<file path="config.mk">
export PLATFORM = sky130hd
export DESIGN_NAME = sacrf_front
export DESIGN_NICKNAME = d
export VERILOG_FILES = /design/src/sacrf_pkg.sv /design/src/sacrf_front.sv
export SDC_FILE = /design/constraint.sdc
export NUM_CORES = 1
export LEC_CHECK = 0
export ABC_AREA = 0
export ABC_CLOCK_PERIOD_IN_PS = 1950
export BUFFER_PORTS_ARGS = -buffer_cell sky130_fd_sc_hd__buf_4
export CAP_MARGIN = 20
export CORE_AREA = 2 2 73 61
export DETAILED_ROUTE_END_ITERATION = 10
export DIE_AREA = 0 0 75 63
export GPL_TIMING_DRIVEN = 0
export PLACE_DENSITY = 0.77
export SYNTH_ARGS = -nofsm -noshare
export SYNTH_HDL_FRONTEND = slang
export SYNTH_SLANG_ARGS = --single-unit
</file>
<file path="constraint.sdc">
create_clock -name clk -period 1.95 [get_ports clk]
set_input_delay 0 -clock clk [delete_from_list [all_inputs] [get_ports clk]]
set_output_delay 0 -clock clk [all_outputs]
set_load 0.02 [all_outputs]
</file>
<file path="src/sacrf_pkg.sv">
// ----------------------------------------------------------------------------
// sacrf_pkg: shared types and constants
// Geometry of the set-associative read cache and the request beat format.
// ----------------------------------------------------------------------------
package sacrf_pkg;
	localparam int ADDR_BITS    = 12;
	localparam int OFFSET_WIDTH = 4;
	localparam int SET_BITS     = 2;
	localparam int WAYS         = 4;
	localparam int AGE_BITS     = 16;

	localparam int TAG_BITS    = ADDR_BITS - OFFSET_WIDTH - SET_BITS;
	localparam int SET_COUNT   = 1 << SET_BITS;
	localparam int LINE_COUNT  = SET_COUNT * WAYS;
	localparam int WAY_BITS    = $clog2(WAYS);
	localparam int LINE_BITS   = SET_BITS + WAY_BITS;
	localparam int BYTE_BITS   = LINE_BITS + OFFSET_WIDTH;
	localparam int QDEPTH      = 2;

	localparam logic MODE_STORE = 1'b0;
	localparam logic MODE_READ  = 1'b1;

	typedef struct packed {
		logic                 mode;
		logic [ADDR_BITS-1:0] address;
		logic [7:0]           write_data;
	} req_t;

	typedef struct packed {
		logic [7:0]          read_data;
		logic                hit;
		logic [WAY_BITS-1:0] way_used;
	} rsp_t;

	typedef enum logic [2:0] {
		ST_IDLE,
		ST_LOOK,
		ST_SCAN,
		ST_FILL,
		ST_FREAD,
		ST_EMIT
	} back_state_t;
endpackage

</file>
<file path="src/sacrf_front.sv">
// ----------------------------------------------------------------------------
// sacrf_front: request queue
// Small queue that accepts request beats and hands them to the back end.
// ----------------------------------------------------------------------------
module sacrf_front import sacrf_pkg::*; (
	input  logic clk,
	input  logic arst_n,
	input  logic push,
	output logic full,
	input  req_t push_req,
	output logic req_valid,
	input  logic req_take,
	output req_t req
);
	req_t         slot_q [QDEPTH];
	logic         wr_q;
	logic         rd_q;
	logic [1:0]   cnt_q;

	assign full      = (cnt_q == 2'(QDEPTH));
	assign req_valid = (cnt_q != 2'd0);
	assign req       = slot_q[rd_q];

	always_ff @(posedge clk) begin
		if (push && !full) begin
			slot_q[wr_q] <= push_req;
		end
	end

	always_ff @(posedge clk or negedge arst_n) begin
		if (!arst_n) begin
			wr_q  <= 1'b0;
			rd_q  <= 1'b0;
			cnt_q <= 2'd0;
		end else begin
			if (push && !full) wr_q <= ~wr_q;
			if (req_take && req_valid) rd_q <= ~rd_q;
			cnt_q <= cnt_q + 2'(push && !full) - 2'(req_take && req_valid);
		end
	end
endmodule

</file>
# == Word level (Yosys, flattened, before mapping) ==
# Memories as Yosys holds them, arrays and structs flattened.
# Cells that the tools add are included.
# W data, S select, Z words.
# word_totals
reg_bits,4
ram_bits,42
input_bits,25
word_cells,15
mem_count,1
# memory_table
name,depth,width,rd,rd_clocked_by_memory_dff,write_ports,line,source
slot_q,2,21,1,0,1,sacrf_front.sv:15,req_t slot_q [QDEPTH];
# op_classes
addsub,2
eq_ne,1
muxes,2
bitwise,2
n_reduce_logical,4
# ops
cell,n
$add A2 B1 Y2,1
$eq A2 B2 Y1 const B,1
$logic_and A1 B1 Y1,2
$mux W1,2
$not A1 Y1,2
$reduce_bool A2 Y1,1
$sub A2 B1 Y2,1
$logic_not A1 Y1,1

# == Logic depth before layout (Yosys ltp) ==
# Gate-level depths: netlist of run 1.
# depth
depth_word,5
depth_mapped,7
ltp_nobuf,7

# == Least setup slack after synthesis of run 1 ==
# Ideal clock, no wire load.
# synth_path
path_kind,reg-to-reg
startpoint,register cnt_q[1]
endpoint,memory slot_q[0][0] in the netlist's numbering (enable)
arrival_time_ns,1.495
required_ns,1.551
setup_slack_ns,0.056
path_stages_with_launch,4
n_path_buf,0
synth_period_minus_slack_ns,1.894
path_cell_list,dfrtp_1 > nand2b_1 > nand2_1 > nor2_1
# synth_between
elab_chain_cells,5
# synth_rtl
item,line,source
start: declaration,sacrf_front.sv:18,logic [1:0] cnt_q;
start signal: assignment,sacrf_front.sv:38,cnt_q <= cnt_q + 2'(push && !full) - 2'(req_take && req_valid);
$eq A2 B2 Y1,sacrf_front.sv:20,assign full = (cnt_q == 2'(QDEPTH));
$logic_not A1 Y1,sacrf_front.sv:25,if (push && !full) begin
$logic_and A1 B1 Y1,sacrf_front.sv:25,
$mux W1,sacrf_front.sv:25,
$mux W1 (implied by the code),sacrf_front.sv:26,slot_q[wr_q] <= push_req;
end: declaration,sacrf_front.sv:15,
# No other way between the ends.

# == Worst setup path in the final report of run 1 ==
# layout_path
startpoint,register cnt_q[1]
endpoint,memory slot_q[1][6] in the netlist's numbering (enable)
# The elaborated chain is that of the path after synthesis.

==> impl_metrics.toml, run 1 <==
[status]
status = "completed"

[sta]
min_period_ps = 1740
relSlewSlack_pct = 35.2
rsz0062_at_grt = "no"
hold_viol_final = 0
fin_skew_ps = 7.11
fmax_mhz = 576
drv_slew = 0
tns_ps = 0
setup_viol = 0
post-route-period-util_pct = 89.0
worstMarginPinSlew_ps = 972

[floorplanning]
core_area_um2 = 4020
dieWidth_um = 75
fp.dieH_um = 63
initial_core_util_pct = 42.7
dieArea_um2 = 4730
io-pin-count = 48
row_count = 21

[critical_path]
required_ps = 1860
arrival_ps = 1650
path_class = "reg2reg"
path_max_fanout = 21
critPathLaunchType = "register"
critPathCaptureType = "register"

[routing]
via_per_inst = 4.49
vias = 978
drt_iter0_markers = 30
ant_nets = 0
wl_um = 2980
wire_per_inst_um = 13.7
dr.pass1.iters = 3
drcViolationCount = 0

[clock_tree]
clkLatencyLatePin_ps = 290
ctsResizeCount = 0
cts.root.buffer_cell = "clkbuf_8"
cts_buffers = 5
cts_max_level = 2
clkSinkCount = 46
cts_hold_buffers = 22
post_cts.repair.setup_buffers = 0
cts_tree = "built"
clk_pin_slew_ps = 80
cts.path.max_buffers = 2

[global_route]
antenna_found_initial = 0
grt_max_degree = 22
grt_pass1_wl_um = 4830
grt.overflow.total = 0
grt_pass1_vias = 1144
track_usage_pct = 14.1

[pwr]
p_int_mw = 2.28
p_leak_nw = 0.957
switching_share_pct = 32.3
p_sw_mw = 1.08
comb_power_share_pct = 41.0
clockPowerShare_pct = 16.1
pwr-share-seq_pct = 42.9
p_total_mw = 3.36
powerDensity_nw_per_um2 = 1360
vdd_drop_max_mv = 0.826

[hold_path]
hold_class = "in2reg"

[final_layout]
drive_above_1_share_pct = 49.7
layout.nets = 187
n_antenna_cell = 0
nFillCells = 322
final_cell_mix = "49 x buf_4, 42 x edfxtp_1, 22 x dlygate4sd3_1"
synthToLayoutAreaGrowth_pct = 43.5
final_common_cell = "buf_4"

[synth]
netlist_area_um2 = 1720
synthCells = 83
ys_warn_count = 0
syn_avg_cell_area_um2 = 20.7
ys_ff_latch = 46
synth_nets = 110
yosysSeqAreaShare_pct = 79.2
ys_types = 14

[place]
gp_congestion = 0.620
io_buffers = 47
dpl.hpwl_um = 2040

[flow_run]
maxCapViolCount = 0
-- area by class of cell --
type                            count  area (um^2)  share of cell area, %
Timing Repair Buffer               70          588                   23.9
Buffer                              2         15.0                  0.609
Tap cell                           57         71.3                   2.89
Clock buffer                        5         68.8                   2.79
Inverter                            2         7.51                  0.305
Clock inverter                      3         16.3                  0.660
Multi-Input combinational cell     33          337                   13.7
Sequential cell                    46         1360                   55.2
-- path summary, 6_finish.rpt --
| check | from | endpoint | slack (ps) | cells after the start |
|---|---|---|---|---|
| hold / removal | req_take | rd_q$_DFFE_PN0P_ | 7 | 3 |
| setup reg to reg | cnt_q[1]$_DFF_PN0_ | slot_q[1][6]$_DFFE_PP_ | 210 | 2 |
| setup / recovery | cnt_q[1]$_DFF_PN0_ | slot_q[1][6]$_DFFE_PP_ | 210 | 2 |
| max in group asynchronous | arst_n | rd_q$_DFFE_PN0P_ | 1820 | 2 |
| hold reg to reg | wr_q$_DFFE_PN0N_ | wr_q$_DFFE_PN0N_ | 520 | 1 |
| min in group asynchronous | arst_n | cnt_q[0]$_DFF_PN0_ | 30 | 2 |
-- metal layers --
layer  GRT usage, %  up-vias  part of all wire (%)
li1               -      467                     -
met1           14.0      467                    37
met2           26.6       39                    56
met3           4.68        5                   6.1
met4           4.69        0                   1.1
met5              0        -                     0
-- flip-flops by register name, indices dropped and copies added, names as in the netlist --
name / flops
slot_q: 42
wr_q: 1
cnt_q: 2
rd_q: 1
-- per-stage QoR --
stage               hold slack, ps  instance area [um^2]  worst slack [ps]  utilization, %  instances
finish                        6.75                  2460               214            61.3        218
detailed placement            -201                  2160               186            53.7        188
global route                  12.6                  2460              72.3            61.3        218
CTS                           1.79                  2460               166            61.3        218
global placement              -201                  2140              -388            53.3        187
floorplan                     -296                  1720              56.1               -         83
-- synthesized netlist by cell type --
cell | instances | share of area (%)
and2_4 | 1 | 0.51
ha_1 | 2 | 1.5
inv_1 | 2 | 0.44
and3_1 | 1 | 0.36
edfxtp_1 | 42 | 73
xnor2_1 | 3 | 1.5
nand2b_1 | 1 | 0.36
dfrtp_1 | 4 | 5.8
or2_4 | 1 | 0.51
nor2_1 | 1 | 0.22
buf_4 | 2 | 0.87
nand2_1 | 1 | 0.22
xor2_1 | 1 | 0.51
mux2_2 | 21 | 14
-- power groups by stage --
| stage | registers (mW) | logic [mW] | clock network (mW) |
|---|---|---|---|
| floorplan | 1.44 | 0.851 | 0 |
| global placement | 1.45 | 1.29 | 0 |
| detailed placement | 1.47 | 1.36 | 0 |
| CTS | 1.45 | 1.40 | 0.557 |
| global route | 1.47 | 1.47 | 0.608 |
| finish | 1.44 | 1.38 | 0.541 |
-- critical path, stage by stage (launching register included) --
cell and delay (ps):
dfrtp_1 420, nand2b_1 120, and3_1 810
-- kinds of logic after synthesis --
logic type	share of synthesized area [%]
flip-flops	79.2
AND/OR/NAND/NOR	2.19
XOR/XNOR	2.04
buffers and inverters	1.31
adder cells (fa/ha/maj)	1.46
multiplexers	13.8
Note: power is estimated with default switching activity, not from simulation.
==> run 2: changes to the inputs <==
--- a/config.mk
+++ b/config.mk
@@ -14,6 +14,7 @@
 export DIE_AREA = 0 0 75 63
 export GPL_TIMING_DRIVEN = 0
 export PLACE_DENSITY = 0.77
+export RECOVER_POWER = 100
 export SYNTH_ARGS = -nofsm -noshare
 export SYNTH_HDL_FRONTEND = slang
 export SYNTH_SLANG_ARGS = --single-unit
==> run 2 against run 1 <==
  * First-iteration DRC count unchanged
  * Critical path type unchanged
  * Critical endpoint is now cnt_q[1]$_DFF_PN0_
  * Combinational power decreased by 12%
  * Flip-flop and latch count stayed put
==> impl_metrics.toml, run 2 (same netlist as run 1, synthesis figures left out) <==
[status]
status = "completed"

[critical_path]
crit_path_top_delay_cell = "dfrtp_1"
cp_top_family = "adder cells"
critPathCaptureType = "register"
critPathBufInv = 1
required_ps = 2170
arrival_ps = 2010
path_max_fanout = 3
critPathLaunchType = "register"
path_class = "reg2reg"
critPathMaxStageDelay_ps = 410
path_cells = "or2_0, and2_0, ha_1, inv_1, ha_1, xnor2_1, xnor2_1"

[final_layout]
fin_cells = 218
regMostFlops = "slot_q"
nFillCells = 345
reg_top3 = "slot_q (42), cnt_q (2)"
largest_reg_flops = 42
final_cell_mix = "42 x edfxtp_1, 22 x dlygate4sd3_1, 19 x mux2_2"
n_antenna_cell = 0
synthToLayoutAreaGrowth_pct = 38.3
layout.nets = 187
final_common_cell = "edfxtp_1"
drive_above_1_share_pct = 36.6

[place]
dpl.hpwl_um = 2040
io_buffers = 47
gp_congestion = 0.620
place_ws_ps = 186
place_inst = 188

[sta]
layout_setup_ws_ps = 161
min_period_ps = 1790
drv_slew = 0
hold_viol_final = 0
relSlewSlack_pct = 35.2
rsz0062_at_grt = "no"
worstMarginPinSlew_ps = 972
fmax_mhz = 559
tns_ps = 0
post-route-period-util_pct = 91.7
setup_viol = 0
hold_slack_ps = 53.0
fin_skew_ps = 6.49

[global_route]
grt_pass1_vias = 1144
antenna_found_initial = 0
grt.overflow.total = 0
grt_max_degree = 22
grt_pass1_wl_um = 4830
track_usage_pct = 14.1

[routing]
vias = 978
dr.pass1.iters = 4
drcViolationCount = 0
via_per_inst = 4.49
drt_iter0_markers = 30
ant_nets = 0
wl_um = 2950
wire_per_inst_um = 13.5

[floorplanning]
row_count = 21
dieArea_um2 = 4730
initial_core_util_pct = 42.7
fp.dieH_um = 63
io-pin-count = 48
core_area_um2 = 4020
dieWidth_um = 75

[clock_tree]
cts.path.max_buffers = 2
clkLatencyLatePin_ps = 290
cts_max_level = 2
cts.root.buffer_cell = "clkbuf_8"
clk_pin_slew_ps = 80
ctsResizeCount = 0
cts_tree = "built"
clkSinkCount = 46
cts_buffers = 5

[pwr]
p_leak_nw = 0.882
vdd_drop_max_mv = 0.782
powerDensity_nw_per_um2 = 1340
p_total_mw = 3.19

[hold_path]
hold_class = "in2reg"

[flow_run]
maxCapViolCount = 0
## run 2: cell types whose count changed in the layout (fill, tap and decap cells not counted), sizes merged
cell / change
buf: -41
clkbuf: +41
## run 2: power by group
group          internal [mW]  switching [mW]  total (mW)
Sequential              1.36          0.0788        1.44
Clock                  0.246           0.294       0.540
Combinational          0.510           0.702        1.21
## run 2: path summary, 6_finish.rpt
kind,startpoint,endpoint,slack (ps),cells after the start
worst max-delay path,cnt_q[1]$_DFF_PN0_,cnt_q[1]$_DFF_PN0_,160,7
worst min-delay path,push,wr_q$_DFFE_PN0N_,50,3
worst max register to register,cnt_q[1]$_DFF_PN0_,cnt_q[1]$_DFF_PN0_,160,7
worst min register to register,wr_q$_DFFE_PN0N_,wr_q$_DFFE_PN0N_,520,1
max in group asynchronous,arst_n,rd_q$_DFFE_PN0P_,1710,2
min in group asynchronous,arst_n,cnt_q[0]$_DFF_PN0_,60,2
## run 2: per-layer routing
metal  up-vias  track usage [%]  part of all wire, %
met4         0             4.69                  1.2
met1       465             14.0                   37
met5         -                0                    0
met2        41             26.6                   55
li1        467                -                    -
met3         5             4.68                  6.5
## run 2: cell type report
class                   instances  area, um^2  share of cell area (%)
clock inverters                 3        16.3                   0.685
repair buffers                 70         512                    21.5
inverters                       2        7.51                   0.316
clock buffers                   5        68.8                    2.90
plain buffers                   2        7.51                   0.316
multi-input cells              33         332                    14.0
well taps                      57        71.3                    3.00
flip-flops and latches         46        1360                    57.3
## run 2: worst min-delay path, stage by stage
cell and delay [ps]:
buf_4 110, nand2_1 120, xnor2_1 80
## run 2: metrics by stage
step	utilization, %	instance area, um^2
finish	59.1	2380
global route	59.1	2380
CTS	61.3	2460
detailed placement	53.7	2160
global placement	53.3	2140
floorplan	-	1720
## run 2: timing repair
| item | CTS | global route |
|---|---|---|
| setup buffers | 0 | 0 |
| setup endpoints to repair | 0 | 0 |
| hold buffers | 22 | 0 |
| hold endpoints to repair | 46 | 0 |
